--- src/design/utf8sd_pkg.sv ---
package utf8sd_pkg;

   // Longest accepted sequence; longer lead bytes are treated as invalid.
   localparam int unsigned MAX_SEQ_BYTES = 6;

   localparam int unsigned CP_W     = 31;
   localparam int unsigned COUNT_W  = 16;
   localparam int unsigned CSR_IDX_W = 1;
   localparam int unsigned CSR_DATA_W = 16;

   // CSR indexes
   localparam logic [CSR_IDX_W-1:0] CSR_LIMIT_ENABLE = 1'd0;
   localparam logic [CSR_IDX_W-1:0] CSR_CHAR_LIMIT   = 1'd1;

   // Result status codes
   localparam logic [1:0] ST_CHAR  = 2'd0;
   localparam logic [1:0] ST_ERROR = 2'd1;
   localparam logic [1:0] ST_END   = 2'd2;
   localparam logic [1:0] ST_TRUNC = 2'd3;

   typedef struct packed {
      logic                limit_enable;
      logic [COUNT_W-1:0]  char_limit;
   } cfg_type;

   typedef struct packed {
      logic                valid;
      logic [CP_W-1:0]     code_point;
      logic [1:0]          status;
      logic [2:0]          seq_bytes;
      logic [COUNT_W-1:0]  char_total;
   } result_type;

   // Sequence length from the lead byte, 0 for an invalid lead.
   function automatic logic [2:0] lead_length(input logic [7:0] b);
      logic [2:0] len;
      if (b < 8'h80)      len = 3'd1;
      else if (b < 8'hC2) len = 3'd0;
      else if (b < 8'hE0) len = 3'd2;
      else if (b < 8'hF0) len = 3'd3;
      else if (b < 8'hF8) len = 3'd4;
      else if (b < 8'hFC) len = 3'd5;
      else if (b < 8'hFE) len = 3'd6;
      else                len = 3'd0;
      return len;
   endfunction

   // Bits of which the second byte needs at least one (0: no check).
   function automatic logic [7:0] second_required(input logic [7:0] b);
      logic [7:0] mask;
      case (b[4:0])
         5'h00:   mask = 8'h20;
         5'h10:   mask = 8'h30;
         5'h18:   mask = 8'h38;
         5'h1C:   mask = 8'h3C;
         5'h1E:   mask = 8'h00;
         5'h1F:   mask = 8'h00;
         default: mask = 8'h80;
      endcase
      return mask;
   endfunction

endpackage

--- src/design/utf8sd_core.sv ---
module utf8sd_core (
   input  logic                   clock,
   input  logic                   reset,
   input  logic                   step,
   input  logic [7:0]             byte_in,
   input  utf8sd_pkg::cfg_type    cfg,
   output utf8sd_pkg::result_type result
);

   typedef enum logic [1:0] {
      DROP_NONE  = 2'd0,
      DROP_ERROR = 2'd1,
      DROP_LIMIT = 2'd2
   } drop_type;

   logic [2:0]                       bytes_left_ff, bytes_left_in;
   logic [2:0]                       seq_len_ff, seq_len_in;
   logic [utf8sd_pkg::CP_W-1:0]      accum_ff, accum_in;
   logic [7:0]                       second_mask_ff, second_mask_in;
   logic                             at_second_ff, at_second_in;
   logic [utf8sd_pkg::COUNT_W-1:0]   chars_seen_ff, chars_seen_in;
   drop_type                         drop_ff, drop_in;

   logic [2:0]                       len;
   logic                             bad;
   logic [utf8sd_pkg::COUNT_W-1:0]   chars_inc;
   logic [utf8sd_pkg::CP_W-1:0]      accum_shift;

   assign len         = utf8sd_pkg::lead_length(byte_in);
   assign chars_inc   = (chars_seen_ff != {utf8sd_pkg::COUNT_W{1'b1}}) ?
                        chars_seen_ff + 1'b1 : chars_seen_ff;
   assign accum_shift = {accum_ff[utf8sd_pkg::CP_W-7:0], byte_in[5:0]};
   assign bad = (byte_in[7:6] != 2'b10) ||
                (at_second_ff && (second_mask_ff != 8'h00) &&
                 ((byte_in & second_mask_ff) == 8'h00));

   always_comb begin
      bytes_left_in  = bytes_left_ff;
      seq_len_in     = seq_len_ff;
      accum_in       = accum_ff;
      second_mask_in = second_mask_ff;
      at_second_in   = at_second_ff;
      chars_seen_in  = chars_seen_ff;
      drop_in        = drop_ff;
      result         = '0;

      if (drop_ff != DROP_NONE) begin
         if (byte_in == 8'h00) begin
            if (drop_ff == DROP_LIMIT) begin
               result.valid      = 1'b1;
               result.status     = utf8sd_pkg::ST_TRUNC;
               result.char_total = chars_seen_ff;
            end
            bytes_left_in  = '0;
            seq_len_in     = '0;
            accum_in       = '0;
            second_mask_in = '0;
            at_second_in   = 1'b0;
            chars_seen_in  = '0;
            drop_in        = DROP_NONE;
         end
      end else if (bytes_left_ff == 3'd0) begin
         if (byte_in == 8'h00) begin
            result.valid      = 1'b1;
            result.status     = utf8sd_pkg::ST_END;
            result.char_total = chars_seen_ff;
            bytes_left_in  = '0;
            seq_len_in     = '0;
            accum_in       = '0;
            second_mask_in = '0;
            at_second_in   = 1'b0;
            chars_seen_in  = '0;
         end else if (cfg.limit_enable && (chars_seen_ff >= cfg.char_limit)) begin
            drop_in = DROP_LIMIT;
         end else if ((len == 3'd0) || (len > 3'(utf8sd_pkg::MAX_SEQ_BYTES))) begin
            result.valid   = 1'b1;
            result.status  = utf8sd_pkg::ST_ERROR;
            bytes_left_in  = '0;
            seq_len_in     = '0;
            accum_in       = '0;
            second_mask_in = '0;
            at_second_in   = 1'b0;
            drop_in        = DROP_ERROR;
         end else if (len == 3'd1) begin
            result.valid      = 1'b1;
            result.status     = utf8sd_pkg::ST_CHAR;
            result.code_point = utf8sd_pkg::CP_W'(byte_in[6:0]);
            result.seq_bytes  = 3'd1;
            chars_seen_in     = chars_inc;
         end else begin
            // lead of a multi-byte sequence: keep the payload bits under the marker
            accum_in       = utf8sd_pkg::CP_W'(byte_in & (8'h7F >> len));
            seq_len_in     = len;
            bytes_left_in  = len - 3'd1;
            second_mask_in = (len >= 3'd3) ? utf8sd_pkg::second_required(byte_in) : 8'h00;
            at_second_in   = 1'b1;
         end
      end else if (bad) begin
         result.valid   = 1'b1;
         result.status  = utf8sd_pkg::ST_ERROR;
         bytes_left_in  = '0;
         seq_len_in     = '0;
         accum_in       = '0;
         second_mask_in = '0;
         at_second_in   = 1'b0;
         if (byte_in == 8'h00) begin
            chars_seen_in = '0;
         end else begin
            drop_in = DROP_ERROR;
         end
      end else if (bytes_left_ff == 3'd1) begin
         result.valid      = 1'b1;
         result.status     = utf8sd_pkg::ST_CHAR;
         result.code_point = accum_shift;
         result.seq_bytes  = seq_len_ff;
         bytes_left_in     = '0;
         seq_len_in        = '0;
         accum_in          = '0;
         second_mask_in    = '0;
         at_second_in      = 1'b0;
         chars_seen_in     = chars_inc;
      end else begin
         accum_in      = accum_shift;
         at_second_in  = 1'b0;
         bytes_left_in = bytes_left_ff - 3'd1;
      end
   end

   always_ff @(posedge clock) begin
      if (reset) begin
         bytes_left_ff  <= '0;
         seq_len_ff     <= '0;
         accum_ff       <= '0;
         second_mask_ff <= '0;
         at_second_ff   <= 1'b0;
         chars_seen_ff  <= '0;
         drop_ff        <= DROP_NONE;
      end else if (step) begin
         bytes_left_ff  <= bytes_left_in;
         seq_len_ff     <= seq_len_in;
         accum_ff       <= accum_in;
         second_mask_ff <= second_mask_in;
         at_second_ff   <= at_second_in;
         chars_seen_ff  <= chars_seen_in;
         drop_ff        <= drop_in;
      end
   end

endmodule

--- src/design/utf8_stream_decoder.sv ---
// UTF-8 stream decoder: NUL-terminated UTF-8 bytes in, 31-bit code points out.
// Input channel (req_): one byte per transfer on req_valid / req_stall.
// Result channel (rsp_): at most one result per byte: a character with its
// sequence length, an invalid-sequence flag, or an end-of-string record that
// carries the character count (status 3 when the character limit cut it short).
// CSR port: csr_write_enable with csr_index / csr_write_data, no read-back;
// write only while the decoder is idle.
// A transferred byte is held in the input register, passes the decode step
// and its result is captured in the result register that drives rsp_.
// Throughput is one byte per clock while rsp_stall holds no pending result;
// the rate is set by the single decode step between the input register and
// the result register. Bytes that yield no result (leading and continuation
// bytes of a multi-byte sequence, dropped bytes) still pass the decode step.
// Stall: when rsp_stall holds a pending result, the decode step waits and
// the input register fills; req_stall then rises in the same cycle.
// Reset (synchronous): clears CSRs, the decode state and the valid flags of both registers.
module utf8_stream_decoder (
   input  logic                                 clock,
   input  logic                                 reset,
   // input channel
   input  logic                                 req_valid,
   output logic                                 req_stall,
   input  logic [7:0]                           req_in_byte,
   // result channel
   output logic                                 rsp_valid,
   input  logic                                 rsp_stall,
   output logic [utf8sd_pkg::CP_W-1:0]          rsp_code_point,
   output logic [1:0]                           rsp_status,
   output logic [2:0]                           rsp_seq_bytes,
   output logic [utf8sd_pkg::COUNT_W-1:0]       rsp_char_total,
   // configuration
   input  logic                                 csr_write_enable,
   input  logic [utf8sd_pkg::CSR_IDX_W-1:0]     csr_index,
   input  logic [utf8sd_pkg::CSR_DATA_W-1:0]    csr_write_data
);

   // CSRs
   utf8sd_pkg::cfg_type      cfg_ff;

   // input register
   logic                     in_valid_ff, in_valid_in;
   logic [7:0]               in_byte_ff;

   // result register
   logic                     rsp_valid_ff, rsp_valid_in;
   utf8sd_pkg::result_type   rsp_ff;

   logic                     out_free;
   logic                     step;
   utf8sd_pkg::result_type   result;

   // Decode step runs when a byte is held and the result register can take
   // a new value (empty, or draining in this cycle).
   assign out_free  = !rsp_valid_ff || !rsp_stall;
   assign step      = in_valid_ff && out_free;
   assign req_stall = in_valid_ff && !out_free;

   assign in_valid_in  = req_stall ? in_valid_ff : req_valid;
   assign rsp_valid_in = step ? result.valid : (rsp_valid_ff && rsp_stall);

   always_ff @(posedge clock) begin
      if (reset) begin
         cfg_ff.limit_enable <= 1'b0;
         cfg_ff.char_limit   <= '0;
      end else if (csr_write_enable) begin
         case (csr_index)
            utf8sd_pkg::CSR_LIMIT_ENABLE: cfg_ff.limit_enable <= csr_write_data[0];
            utf8sd_pkg::CSR_CHAR_LIMIT:   cfg_ff.char_limit   <= csr_write_data;
            default: ;
         endcase
      end
   end

   always_ff @(posedge clock) begin
      if (reset) begin
         in_valid_ff  <= 1'b0;
         rsp_valid_ff <= 1'b0;
      end else begin
         in_valid_ff  <= in_valid_in;
         rsp_valid_ff <= rsp_valid_in;
      end
   end

   // payload registers, no reset
   always_ff @(posedge clock) begin
      if (req_valid && !req_stall) begin
         in_byte_ff <= req_in_byte;
      end
      if (step && result.valid) begin
         rsp_ff <= result;
      end
   end

   utf8sd_core u_core (
      .clock   (clock),
      .reset   (reset),
      .step    (step),
      .byte_in (in_byte_ff),
      .cfg     (cfg_ff),
      .result  (result)
   );

   assign rsp_valid      = rsp_valid_ff;
   assign rsp_code_point = rsp_ff.code_point;
   assign rsp_status     = rsp_ff.status;
   assign rsp_seq_bytes  = rsp_ff.seq_bytes;
   assign rsp_char_total = rsp_ff.char_total;

endmodule
--- config.mk ---
export PLATFORM = sky130hd
export DESIGN_NAME = utf8_stream_decoder
export DESIGN_NICKNAME = d
export VERILOG_FILES = /design/src/design/utf8sd_pkg.sv /design/src/design/utf8sd_core.sv /design/src/design/utf8_stream_decoder.sv
export SDC_FILE = /design/constraint.sdc
export NUM_CORES = 1
export LEC_CHECK = 0
export BUFFER_PORTS_ARGS = -buffer_cell sky130_fd_sc_hd__clkbuf_2
export CAP_MARGIN = 10
export CORE_MARGIN = 10
export CORE_UTILIZATION = 40
export CTS_CLUSTER_DIAMETER = 30
export CTS_CLUSTER_SIZE = 24
export DETAILED_ROUTE_END_ITERATION = 6
export PLACE_DENSITY = 0.64
export SLEW_MARGIN = 30
export SYNTH_ARGS = -nofsm -noshare
export SYNTH_HDL_FRONTEND = slang
export SYNTH_SLANG_ARGS = --single-unit
--- constraint.sdc ---
create_clock -name clock -period 5.9 [get_ports clock]
set_input_delay 0.885 -clock clock [delete_from_list [all_inputs] [get_ports clock]]
set_output_delay 0.885 -clock clock [all_outputs]
set_load 0.02 [all_outputs]
* Yosys cells after proc, flatten, opt, wreduce, memory -nomap -nowiden
Cells that the tools add are included.
** Cells by class
- Muxes and demuxes :: 97
- Equal/unequal tests :: 18
- Reductions and logical operators :: 31
- Shifts and indexed selects :: 1
- Order comparisons :: 10
- Add/sub/neg operators :: 3
- Divide/modulo/power cells :: 0
- Bitwise operators :: 3
- $mul :: 0
** Operators with widths (count)
- $mux 16 :: 15
- $mux 25 :: 9
- $mux 37 :: 4
- $mux 31 :: 3
- $mux 3 :: 27
- $mux 8 :: 10
- $lt 8x8->1 const B :: 7
- $pmux 8 s5 :: 1
- $mux 2 :: 14
- $and 8x25->25 :: 1
- $eq 5x5->1 const B :: 5
- $shr 7x3->25 const A :: 1
- $add 16x1->16 const B :: 1
- $ge 16x16->1 :: 1
- $logic_not 8->1 :: 2
- $ne 16x16->1 const B :: 1
- $reduce_and 5->1 :: 3
- $mux 1 :: 14
- $ne 4x2->1 const B :: 3
- $and 8x8->8 :: 1
- $logic_and 1x1->1 :: 8
- $ne 4x3->1 const B :: 2
- $reduce_bool 8->1 :: 1
- $eq 3x1->1 const B :: 2
- other kinds (18) :: 27
** Storage, ports and cells
- Register bits :: 137
- Bits in writable memories :: 0
- Input bits :: 30
- Logic and storage cells :: 179
- Latch bits :: 0
- Bits in read-only memories :: 0
- Memories kept :: 0

* Depth between registers and ports, before layout
Gate-level depths: netlist of the first run.
- Word-level depth :: 16
- Mapped depth :: 15

* By module
A second synthesis of the first run with hierarchy kept.
** Unflattened totals
- Cells, all modules :: 618
- Area, all modules :: 6606.3 µm²
** By module, submodules not included
- utf8sd_core :: instances 1, sequential area each 1101.1 µm², area an instance 3883.7 µm², cells an instance 467
- utf8_stream_decoder :: instances 1, sequential area each 2182.1 µm², area an instance 2722.6 µm², cells an instance 151

* Worst setup path before layout of the first run
No wires, ideal clock.
- Kind :: register to register
- Start :: register in_byte_ff[2]
- End :: register rsp_ff, in the netlist rsp_char_total[0] (enable)
- Setup slack :: 1.143 ns
- Arrival time :: 4.295 ns
- Setup time :: 0.462 ns
- Cell stages (with the launch flop) :: 8
- Period minus slack after synthesis :: 4.757 ns
- Buffers on the path :: 2
- Path through :: edfxtp_1 > buf_6 > or4_4 > or4b_1 > buf_6 > nor3_1 > a211oi_1 > nor2_1
** Between the ends
- Longest elaborated chain between the ends :: 16
- Elaborated cells on any way between the ends :: 32
** Ends and longest elaborated chain
- start, declared :: RTL line utf8_stream_decoder.sv:42 : logic [7:0] in_byte_ff;
- start signal, assigned :: RTL line utf8_stream_decoder.sv:87 : in_byte_ff <= req_in_byte;
- $lt 8x8->1 :: RTL line utf8sd_pkg.sv:43 : else if (b < 8'hFE) len = 3'd6;
- $mux 3 :: RTL line utf8sd_pkg.sv:43
- $mux 3 :: RTL line utf8sd_pkg.sv:42 : else if (b < 8'hFC) len = 3'd5;
- $mux 3 :: RTL line utf8sd_pkg.sv:41 : else if (b < 8'hF8) len = 3'd4;
- $mux 3 :: RTL line utf8sd_pkg.sv:40 : else if (b < 8'hF0) len = 3'd3;
- $mux 3 :: RTL line utf8sd_pkg.sv:39 : else if (b < 8'hE0) len = 3'd2;
- $mux 3 :: RTL line utf8sd_pkg.sv:38 : else if (b < 8'hC2) len = 3'd0;
- $mux 3 :: RTL line utf8sd_pkg.sv:37 : if (b < 8'h80) len = 3'd1;
- $gt 3x3->1, or another cell as far along :: RTL line utf8sd_core.sv:75 : end else if ((len == 3'd0) || (len > 3'(utf8sd_pkg::MAX_SEQ_BYTES))) begin
- $logic_or 1x1->1 / $mux 37 (equally long branches) :: RTL line utf8sd_core.sv:75, utf8sd_core.sv:84
- $mux 1 :: RTL line utf8sd_core.sv:75
- $mux 37 :: RTL line utf8sd_core.sv:73 : end else if (cfg.limit_enable && (chars_seen_ff >= cfg.char_limit)) begin
- $mux 1 :: RTL line utf8sd_core.sv:63 : if (byte_in == 8'h00) begin
- $mux 37 :: RTL line utf8sd_core.sv:62 : end else if (bytes_left_ff == 3'd0) begin
- $mux 1 * :: RTL line utf8sd_core.sv:47 : if (drop_ff != DROP_NONE) begin
- $logic_and 1x1->1 * :: RTL line utf8_stream_decoder.sv:89 : if (step && result.valid) begin
- end signal, assigned :: RTL line utf8_stream_decoder.sv:90 : rsp_ff <= result;
- end, declared :: RTL line utf8_stream_decoder.sv:46 : utf8sd_pkg::result_type rsp_ff;
Every way passes the cells marked *; elsewhere a longest branch is shown, timed or not.
A chain may end at the register's enable or synchronous reset.

* Worst setup path after layout of the first run
- Start :: register cfg_ff[1] (netlist name)
- End :: register rsp_ff, in the netlist rsp_code_point[5] (enable)
** Between the ends
- Longest elaborated chain between the ends :: 7
** Ends and longest elaborated chain
- start, declared :: RTL line utf8_stream_decoder.sv:38 : utf8sd_pkg::cfg_type cfg_ff;
- $ge 16x16->1 :: RTL line utf8sd_core.sv:73
- $logic_and 1x1->1 :: RTL line utf8sd_core.sv:73
- $mux 37 :: RTL line utf8sd_core.sv:73
- $mux 1 :: RTL line utf8sd_core.sv:63
- $mux 37 :: RTL line utf8sd_core.sv:62
- $mux 1 :: RTL line utf8sd_core.sv:47
- $logic_and 1x1->1 :: RTL line utf8_stream_decoder.sv:89
Every way passes these cells.

==> run_results.csv, run 1 <==
group,metric,value,unit
yosys,synthArstFlopShare,0,%
global_route,grt_max_degree,63,
critical_path,crit_start,"cfg_ff[1]",
clock_tree,cts.path.max_buffers,2,
finish,fin_nets,793,
placement,placed_cell_area,6875,sq um
critical_path,path_class,"reg -> reg",
drt,drc,0,
drt,first_pass_iters,5,
global_route,antenna_found_initial,0,
min_path,hold_path_class,"reg -> reg",
pwr,vdd_ir_drop_max,196.5,uV
critical_path,end_kind,"flop",
die,die_area,21170,sq um
clock_tree,cts_resized,0,
yosys,ys_ff_latch,134,
yosys,synthXorXnorAreaFrac,0.1390,%
clock_tree,clk_latency,0.43,ns
critical_path,cp.required,5.98,ns
timing,grt_setup_unrepaired,"no",
clock_tree,h-tree-depth,4,
timing,fmax,258.9,MHz
yosys,yosys-top-cells-count,"nand2_1, dfxtp_1, a21oi_1",
finish,diodes,0,
yosys,synth_top_family_by_area,"simple AND/OR/NAND/NOR gates",
min_path,min_from,"u_core.accum_ff[20]",
critical_path,critPathMaxFanout,28,
critical_path,crit_family,"compound AO/OA/AOI/OAI gates",
finish,fillers,1460,
die,die_h,145.5,um
timing,period_share,65.48,%
pwr,pwr_density_cell,321.1,nW/um^2
critical_path,slowest_stage,"nor2_4",
clock_tree,cts_tree,"built",
die,io_pins,84,
clock_tree,cts_buffers,17,
yosys,synth_area_leader_cell,"edfxtp_1",
die,row_count,45,
critical_path,slowest_delay,0.64,ns
clock_tree,post_cts_buffers,0,
drt,wl,15.71,mm
timing,clock_skew,0.008570,ns
drt,vias,5154,
clock_tree,clkTransAtPathRegs,0.06,ns
drt,wl_per_cell,16.36,um
yosys,synth-edff-count,60,
yosys,synthTopCellsByArea,"edfxtp_1, dfxtp_1, nand2_1, ha_1, a21oi_1",
die,initial_core_util,41.14,%
critical_path,worstPathCellList,"inv_1, ha_1, nor2b_1, o211a_1, o311ai_0, nand2_1, o21ai_1, a211oi_1, nor2_4, buf_4",
yosys,syn_nets,722,
drt,drtIter0Drc,424,
critical_path,r2r_start,"cfg_ff[1]",
placement,port_buffers,83,
drt,via_per_inst,5.369,
placement,dp_hpwl,11.06,mm
run_status,outcome,"complete, no violations",
yosys,synth_area,6300,sq um
finish,stdcell_count,960,
yosys,synth_ff_type,"dfxtp_1",
critical_path,path_buf_inv,2,
timing,finalSetupViolCount,0,
yosys,synth_area_per_cell,9.473,sq um
timing,hold_violations,0,
placement,pre_cts_slack,2.052,ns
global_route,grt_usage,15.04,%
timing,min_period,3.863,ns
finish,fin_area,7476,sq um
yosys,synth.distinct_cells,61,
timing,relSlewSlack,48.58,%
global_route,grt_pass1_wl,26.34,mm
clock_tree,cts_sinks,134,
clock_tree,hold_buffers,0,
timing,worstMarginPinSlew,0.7695,ns
yosys,synth-simple-area-share,22.68,%
yosys,synth_compound_area_share,15.35,%
run,cap_viol_max_count,0,
yosys,syn_inst,665,
die,die_w,145.5,um
finish,syn2layout_area_growth,18.67,%
finish,drive_gt1_share,18.16,%
placement,dpl.cell_count,928,
clock_tree,cts-root-buf,"clkbuf_16",
timing,slew_violations,0,
die,core,15310,sq um
yosys,ys_warn_count,0,
timing,final.setup.tns,0,ns
yosys,netlist.area_leader.share,28.60,%
yosys,synth_most_common_cell,"nand2_1",
yosys,synthAdderAreaFrac,5.362,%
critical_path,cp-start-kind,"flop",
pwr,leakage,2.827,nW
global_route,grt_pass1_vias,5091,
critical_path,crit_arrival,3.95,ns
timing,worst_slack,2.037,ns
global_route,grt_overflow_total,0,
placement,gp_congestion,0.9028,
yosys,seq_area_frac_synth,52.12,%
yosys,synthMuxAreaShare,0,%
drt,drt.antenna.violating_nets,0,
==> worst paths after layout <==
path	to	depth (start not counted)	slack, ns
hold / removal	u_core.accum_ff[20]	2	0.45
setup reg to reg	rsp_code_point[5]	10	2.04
hold reg to reg	u_core.accum_ff[20]	2	0.45
setup / recovery	rsp_code_point[5]	10	2.04
==> layout by cell type (no fill, tap or decap), drive strengths merged, types with 8 or more instances in the layout <==
cell type	netlist	final
nor2	37	37
dfxtp	74	74
edfxtp	60	60
nand4	14	14
nor3	13	13
a31oi	11	11
and3	12	12
o211ai	10	10
nor2b	8	8
clkbuf	24	100
and2	46	46
inv	29	35
o21ai	28	28
ha	27	27
a21oi	64	64
nand2	93	93
nand3	36	36
==> kinds of logic (layout without fill, tap and decap cells) <==
kind of cell / Yosys count / in the layout
flops: 134 / 134
compound gates: 156 / 156
buf+inv: 65 / 149
fa+ha+maj: 27 / 27
simple gates: 282 / 282
xor+xnor: 1 / 1
==> sequential cells by signal (all words and copies together) (netlist names) <==
| register | flops |
|---|---|
| u_core.drop_ff | 2 |
| in_valid_ff | 1 |
| in_byte_ff | 8 |
| u_core.seq_len_ff | 3 |
| rsp_seq_bytes | 3 |
| rsp_status | 2 |
| u_core.chars_seen_ff | 16 |
| rsp_code_point | 31 |
| u_core.bytes_left_ff | 3 |
| cfg_ff | 17 |
| u_core.accum_ff | 25 |
| u_core.second_mask_ff | 5 |
| rsp_valid | 1 |
| rsp_char_total | 16 |
| u_core.at_second_ff | 1 |
==> area by class of cell <==
| cell class | count | area [sq um] | share of cell area [%] |
|---|---|---|---|
| clock inverters | 15 | 171.4 | 2.293 |
| multi-input cells | 466 | 2770 | 37.05 |
| repair buffers | 88 | 452.9 | 6.059 |
| clock buffers | 17 | 425.4 | 5.690 |
| flip-flops and latches | 134 | 3283 | 43.92 |
| well taps | 211 | 264.0 | 3.531 |
| inverters | 29 | 108.9 | 1.456 |
==> per-stage QoR <==
step	total power, W	util, %	hold WS [ns]
after floorplan	0.001263	-	0.4273
after global placement	0.001346	44.84	0.4386
after detailed placement	0.001354	44.89	0.4419
after CTS	0.002422	48.79	0.4513
after global routing	0.002494	48.82	0.4688
final	0.002401	48.82	0.4492
==> per-layer routing <==
| layer | share of wire (%) | vias up | global-route usage (%) |
|---|---|---|---|
| li1 | - | 2531 | - |
| met3 | 6.2 | 16 | 4.098 |
| met4 | 1.5 | 0 | 5.713 |
| met2 | 45 | 170 | 22.81 |
| met5 | 0 | - | 0 |
| met1 | 48 | 2437 | 19.97 |
==> report_power, final <==
part | switching [W] | internal (W)
clock | 0.000432 | 0.000633
combinational | 0.000207 | 0.0000894
sequential | 0.0000238 | 0.00102
==> worst min-delay path, cell delays in order (launching register included) <==
cell	delay, ns
dfxtp_1	0.31
nand2_1	0.05
a21oi_1	0.05
Note: power is estimated with default switching activity, not from simulation.
==> inputs of run 2 (changes only) <==
- clock period: 5.9 -> 4 ns (I/O delays scaled with it)
==> run_results.csv, run 2 (synthesis results as in run 1) <==
group,metric,value,unit
clock_tree,clkTransAtPathRegs,0.06,ns
critical_path,crit_arrival,3.83,ns
critical_path,cp.required,4.37,ns
drt,drt.antenna.violating_nets,0,
critical_path,worstRegToRegCells,12,
die,die_h,145.5,um
run,cap_viol_max_count,0,
critical_path,crit_family,"simple AND/OR/NAND/NOR gates",
die,initial_core_util,41.14,%
timing,slew_violations,0,
drt,drtIter0Drc,536,
drt,first_pass_iters,6,
min_path,min_from,"req_in_byte[1]",
global_route,grt_overflow_total,0,
min_path,whs_path_depth,1,
clock_tree,hold_buffers,0,
clock_tree,cts-root-buf,"clkbuf_16",
timing,period_share,86.49,%
timing,grt_setup_unrepaired,"no",
global_route,grt_pass1_wl,25.91,mm
die,row_count,45,
clock_tree,cts_tree,"built",
pwr,leakage,2.863,nW
timing,fmax,289.1,MHz
critical_path,r2r_slack,0.54,ns
timing,worstMarginPinSlew,0.7226,ns
placement,port_buffers,83,
drt,wl_per_cell,16.26,um
global_route,grt_max_degree,70,
finish,largest_reg_flops,31,
placement,placed_cell_area,6947,sq um
finish,syn2layout_area_growth,19.68,%
min_path,hold-path-endpoint,"in_byte_ff[1]",
global_route,grt_usage,14.74,%
pwr,vdd_ir_drop_max,263.5,uV
critical_path,rr_endpoint,"u_core.second_mask_ff[3]",
finish,fin_area,7540,sq um
die,io_pins,84,
placement,dp_hpwl,11.22,mm
timing,clock_skew,0.01594,ns
critical_path,slowest_delay,0.57,ns
drt,vias,5181,
clock_tree,cts_buffers,17,
critical_path,critPathMaxFanout,18,
critical_path,slowest_stage,"or4_4",
pwr,pwr_density_cell,469.8,nW/um^2
clock_tree,post_cts_buffers,0,
drt,wl,15.74,mm
finish,diodes,0,
timing,relSlewSlack,51.77,%
timing,hold_violations,0,
critical_path,cp-start-kind,"flop",
timing,finalSetupViolCount,0,
finish,final_common_cell,"nand2_1",
die,die_area,21170,sq um
critical_path,r2r_start,"in_byte_ff[3]",
die,die_w,145.5,um
clock_tree,cts_sinks,134,
critical_path,path_class,"reg -> reg",
finish,fin_nets,801,
critical_path,worstPathCellList,"or4_4, o211ai_1, nor2_1, inv_1, ha_1, nor2b_1, o21ai_2, and2_1, nand4_1, a211o_1, nor4_4, a32o_1",
die,core,15310,sq um
min_path,hold_path_class,"in -> reg",
clock_tree,h-tree-depth,4,
global_route,antenna_found_initial,0,
drt,via_per_inst,5.352,
finish,mostFrequentLayoutCells,"nand2_1, clkbuf_2, dfxtp_1, a21oi_1, edfxtp_1",
run_status,outcome,"complete, no violations",
clock_tree,cts.path.max_buffers,2,
global_route,grt_pass1_vias,5082,
timing,min_period,3.460,ns
timing,hold_slack,0.3436,ns
placement,gp_congestion,0.8755,
drt,drc,0,
clock_tree,clk_latency,0.43,ns
timing,final.setup.tns,0,ns
critical_path,end_kind,"flop",
finish,drive_gt1_share,18.63,%
critical_path,path_buf_inv,1,
clock_tree,cts_resized,0,
[run 2: changes by cell type in the layout (fill, tap and decap cells not counted), sizes merged]
cell	before	now
buf	5	13
clkinv	4	2
inv	35	36
clkbuf	100	101
[run 2: metrics by stage]
| stage | power, W | std cells | setup WS, ns | utilization [%] |
|---|---|---|---|---|
| 2_1_floorplan | 0.001862 | 665 | 0.1031 | - |
| 3_3_place_gp | 0.001998 | 936 | 0.6751 | 45.32 |
| 3_5_place_dp | 0.002008 | 936 | 0.5739 | 45.36 |
| 4_1_cts | 0.003573 | 968 | 0.5492 | 49.23 |
| 5_1_grt | 0.003689 | 968 | 0.2793 | 49.23 |
| 6_report | 0.003542 | 968 | 0.5405 | 49.23 |
[run 2: how the worst max path moves through the flow]
stage | start | to | cells past startpoint
floorplan | in_byte_ff[2] | rsp_char_total[0] | 7
global placement | in_byte_ff[3] | u_core.second_mask_ff[3] | 12
detailed placement | in_byte_ff[3] | u_core.second_mask_ff[3] | 12
CTS | in_byte_ff[3] | u_core.second_mask_ff[3] | 12
global route | in_byte_ff[3] | u_core.chars_seen_ff[9] | 12
finish | in_byte_ff[3] | u_core.second_mask_ff[3] | 12
[run 2: layer usage]
metal  track usage (%)  up-vias  share of wire [%]  wire length [um]
met5                 0        -                  0                 0
met4             5.612        0                1.2               196
met3             3.539       15                5.7               899
met2             22.55      175                 44              6997
met1             19.69     2443                 49              7646
li1                  -     2548                  -                 -
[run 2: power by group]
| part | total (W) | switching, W | internal, W |
|---|---|---|---|
| Sequential | 0.00153 | 0.0000352 | 0.00150 |
| Clock | 0.00156 | 0.000628 | 0.000934 |
| Combinational | 0.000447 | 0.000302 | 0.000145 |
[run 2: worst register-to-register path, cell delays in order, from the launching register on]
cell and delay (ns):
edfxtp_1 0.54, or4_4 0.57, o211ai_1 0.17, nor2_1 0.14, inv_1 0.14, ha_1 0.22, nor2b_1 0.07, o21ai_2 0.11
and2_1 0.16, nand4_1 0.14, a211o_1 0.57, nor4_4 0.38, a32o_1 0.20
[run 2: area by class of cell]
cell class | count | area [sq um]
Fill cell | 1427 | 7775
Sequential cell | 134 | 3283
Multi-Input combinational cell | 466 | 2765
Timing Repair Buffer | 96 | 525.5
Clock buffer | 18 | 429.2
Tap cell | 211 | 264.0
Clock inverter | 14 | 163.9
Inverter | 29 | 108.9
==> inputs of run 3 (changes only) <==
- CORE_UTILIZATION: 40 -> 58
- PLACE_DENSITY: 0.64 -> 0.85
==> run_results.csv, run 3 (synthesis results as in run 1) <==
group,metric,value,unit
drt,drt.antenna.violating_nets,0,
critical_path,end_kind,"flop",
placement,pre_cts_slack,0.6247,ns
finish,stdcell_count,891,
critical_path,path_class,"reg -> reg",
timing,worstMarginPinSlew,0.7604,ns
timing,slew_violations,0,
clock_tree,cts_tree,"built",
timing,final.setup.tns,0,ns
pwr,leakage,2.827,nW
pwr,vdd_ir_drop_max,316.8,uV
die,io_pins,84,
clock_tree,cts_resized,0,
critical_path,cp-start-kind,"flop",
finish,fin_util,70.39,%
placement,dpl.cell_count,859,
timing,clock_skew,0.009877,ns
global_route,grt_overflow_total,0,
critical_path,crit_arrival,3.88,ns
critical_path,crit_start,"in_byte_ff[2]",
min_path,hold_path_class,"in -> reg",
die,die_h,124.2,um
timing,grt_setup_unrepaired,"no",
critical_path,cp.required,4.47,ns
finish,mostFrequentLayoutCells,"nand2_1, clkbuf_2, dfxtp_1, a21oi_1, edfxtp_1",
global_route,grtUsageMet3,5.650,%
timing,hold_slack,0.2527,ns
timing,worst_slack,0.5917,ns
timing,period_share,85.21,%
critical_path,r2r_slack,0.59,ns
global_route,grt_usage,19.67,%
critical_path,endpoint,"u_core.second_mask_ff[3]",
drt,via_per_inst,5.980,
run_status,outcome,"complete, no violations",
clock_tree,cts_sinks,134,
drt,drtIter0Drc,573,
finish,largest_reg_flops,31,
placement,gp_congestion,0.9155,
die,die_w,124.2,um
global_route,grt_pass1_vias,5100,
drt,drc,0,
timing,hold_violations,0,
critical_path,rr_endpoint,"u_core.second_mask_ff[3]",
clock_tree,clk_latency,0.52,ns
die,row_count,37,
critical_path,r2r_start,"in_byte_ff[2]",
global_route,antenna_found_initial,0,
timing,fmax,293.4,MHz
placement,dp_hpwl,10.94,mm
global_route,gr-usage-met1,26.14,%
clock_tree,cts_buffers,17,
min_path,min_from,"req_in_byte[4]",
timing,min_period,3.408,ns
clock_tree,clkTransAtPathRegs,0.06,ns
finish,fin_nets,799,
finish,drive_gt1_share,17.62,%
drt,vias,5328,
clock_tree,post_cts_buffers,0,
critical_path,critPathMaxFanout,37,
clock_tree,h-tree-depth,4,
critical_path,worstRegToRegCells,13,
drt,wl,15.57,mm
clock_tree,cts-root-buf,"clkbuf_8",
finish,syn2layout_area_growth,16.90,%
pwr,pwr_density_cell,461.1,nW/um^2
drt,wl_per_cell,17.48,um
drt,first_pass_iters,6,
timing,finalSetupViolCount,0,
global_route,grt_most_used_layer,"met2",
finish,final_common_cell,"nand2_1",
clock_tree,hold_buffers,0,
placement,port_buffers,83,
clock_tree,cts.path.max_buffers,2,
die,core,10460,sq um
global_route,grt_max_degree,70,
global_route,grtUsageMet2,29.78,%
run,cap_viol_max_count,0,
finish,diodes,0,
global_route,grt_pass1_wl,25.45,mm
die,initial_core_util,60.21,%
die,die_area,15430,sq um
timing,relSlewSlack,49.31,%
## run 3: changes by cell type in the layout (fill, tap and decap cells not counted), moves of 2 or more
cell,previous run,this run
inv_6,6,0
clkinv_1,0,2
clkbuf_1,1,5
clkbuf_8,0,2
## run 3: worst max-delay path: stages, from the launching register on
cell and delay [ns]:
edfxtp_1 0.53, or4_4 0.58, o211ai_1 0.17, nor2_1 0.13
inv_1 0.13, ha_1 0.22, nor2b_1 0.07, o21ai_2 0.12
and2_1 0.17, nand4_1 0.14, a211o_1 0.32, buf_4 0.25
nor4_4 0.32, a32o_1 0.20
## run 3: stage by stage
stage | total power (W) | cell area, sq um
2_1_floorplan | 0.001862 | 6302
6_report | 0.003396 | 7365
5_1_grt | 0.003532 | 7365
3_5_place_dp | 0.002003 | 6819
4_1_cts | 0.003408 | 7365
3_3_place_gp | 0.001989 | 6819
## run 3: final cells by class
class | count | area, sq um
Fill cell | 812 | 3098
Multi-Input combinational cell | 466 | 2759
Clock inverter | 8 | 73.82
Tap cell | 136 | 170.2
Timing Repair Buffer | 94 | 498.0
Sequential cell | 134 | 3283
Inverter | 29 | 108.9
Clock buffer | 24 | 471.7
## run 3: where the power goes
part / total (W) / leakage, nW / switching, W / internal (W)
combinational: 0.000447 / 1.42 / 0.000308 / 0.000140
sequential: 0.00153 / 1.15 / 0.0000346 / 0.00150
clock: 0.00142 / 0.256 / 0.000543 / 0.000872
total: 0.00340 / 2.83 / 0.000885 / 0.00251
## run 3: worst min-delay path by stage
| stage | to | slack, ns | depth (start not counted) |
|---|---|---|---|
| 6_report | in_byte_ff[4] | 0.25 | 1 |
| 5_1_grt | in_byte_ff[0] | 0.24 | 1 |
| 4_1_cts | in_byte_ff[2] | 0.23 | 1 |
| 3_5_place_dp | u_core.accum_ff[20] | 0.45 | 2 |
| 3_3_place_gp | u_core.accum_ff[19] | 0.44 | 2 |
| 2_1_floorplan | u_core.accum_ff[19] | 0.43 | 2 |
## run 3: metal layers
metal,up-vias,routed length (um)
met5,-,0
met4,0,191
met3,23,1250
met2,251,7317
met1,2516,6814
li1,2538,-
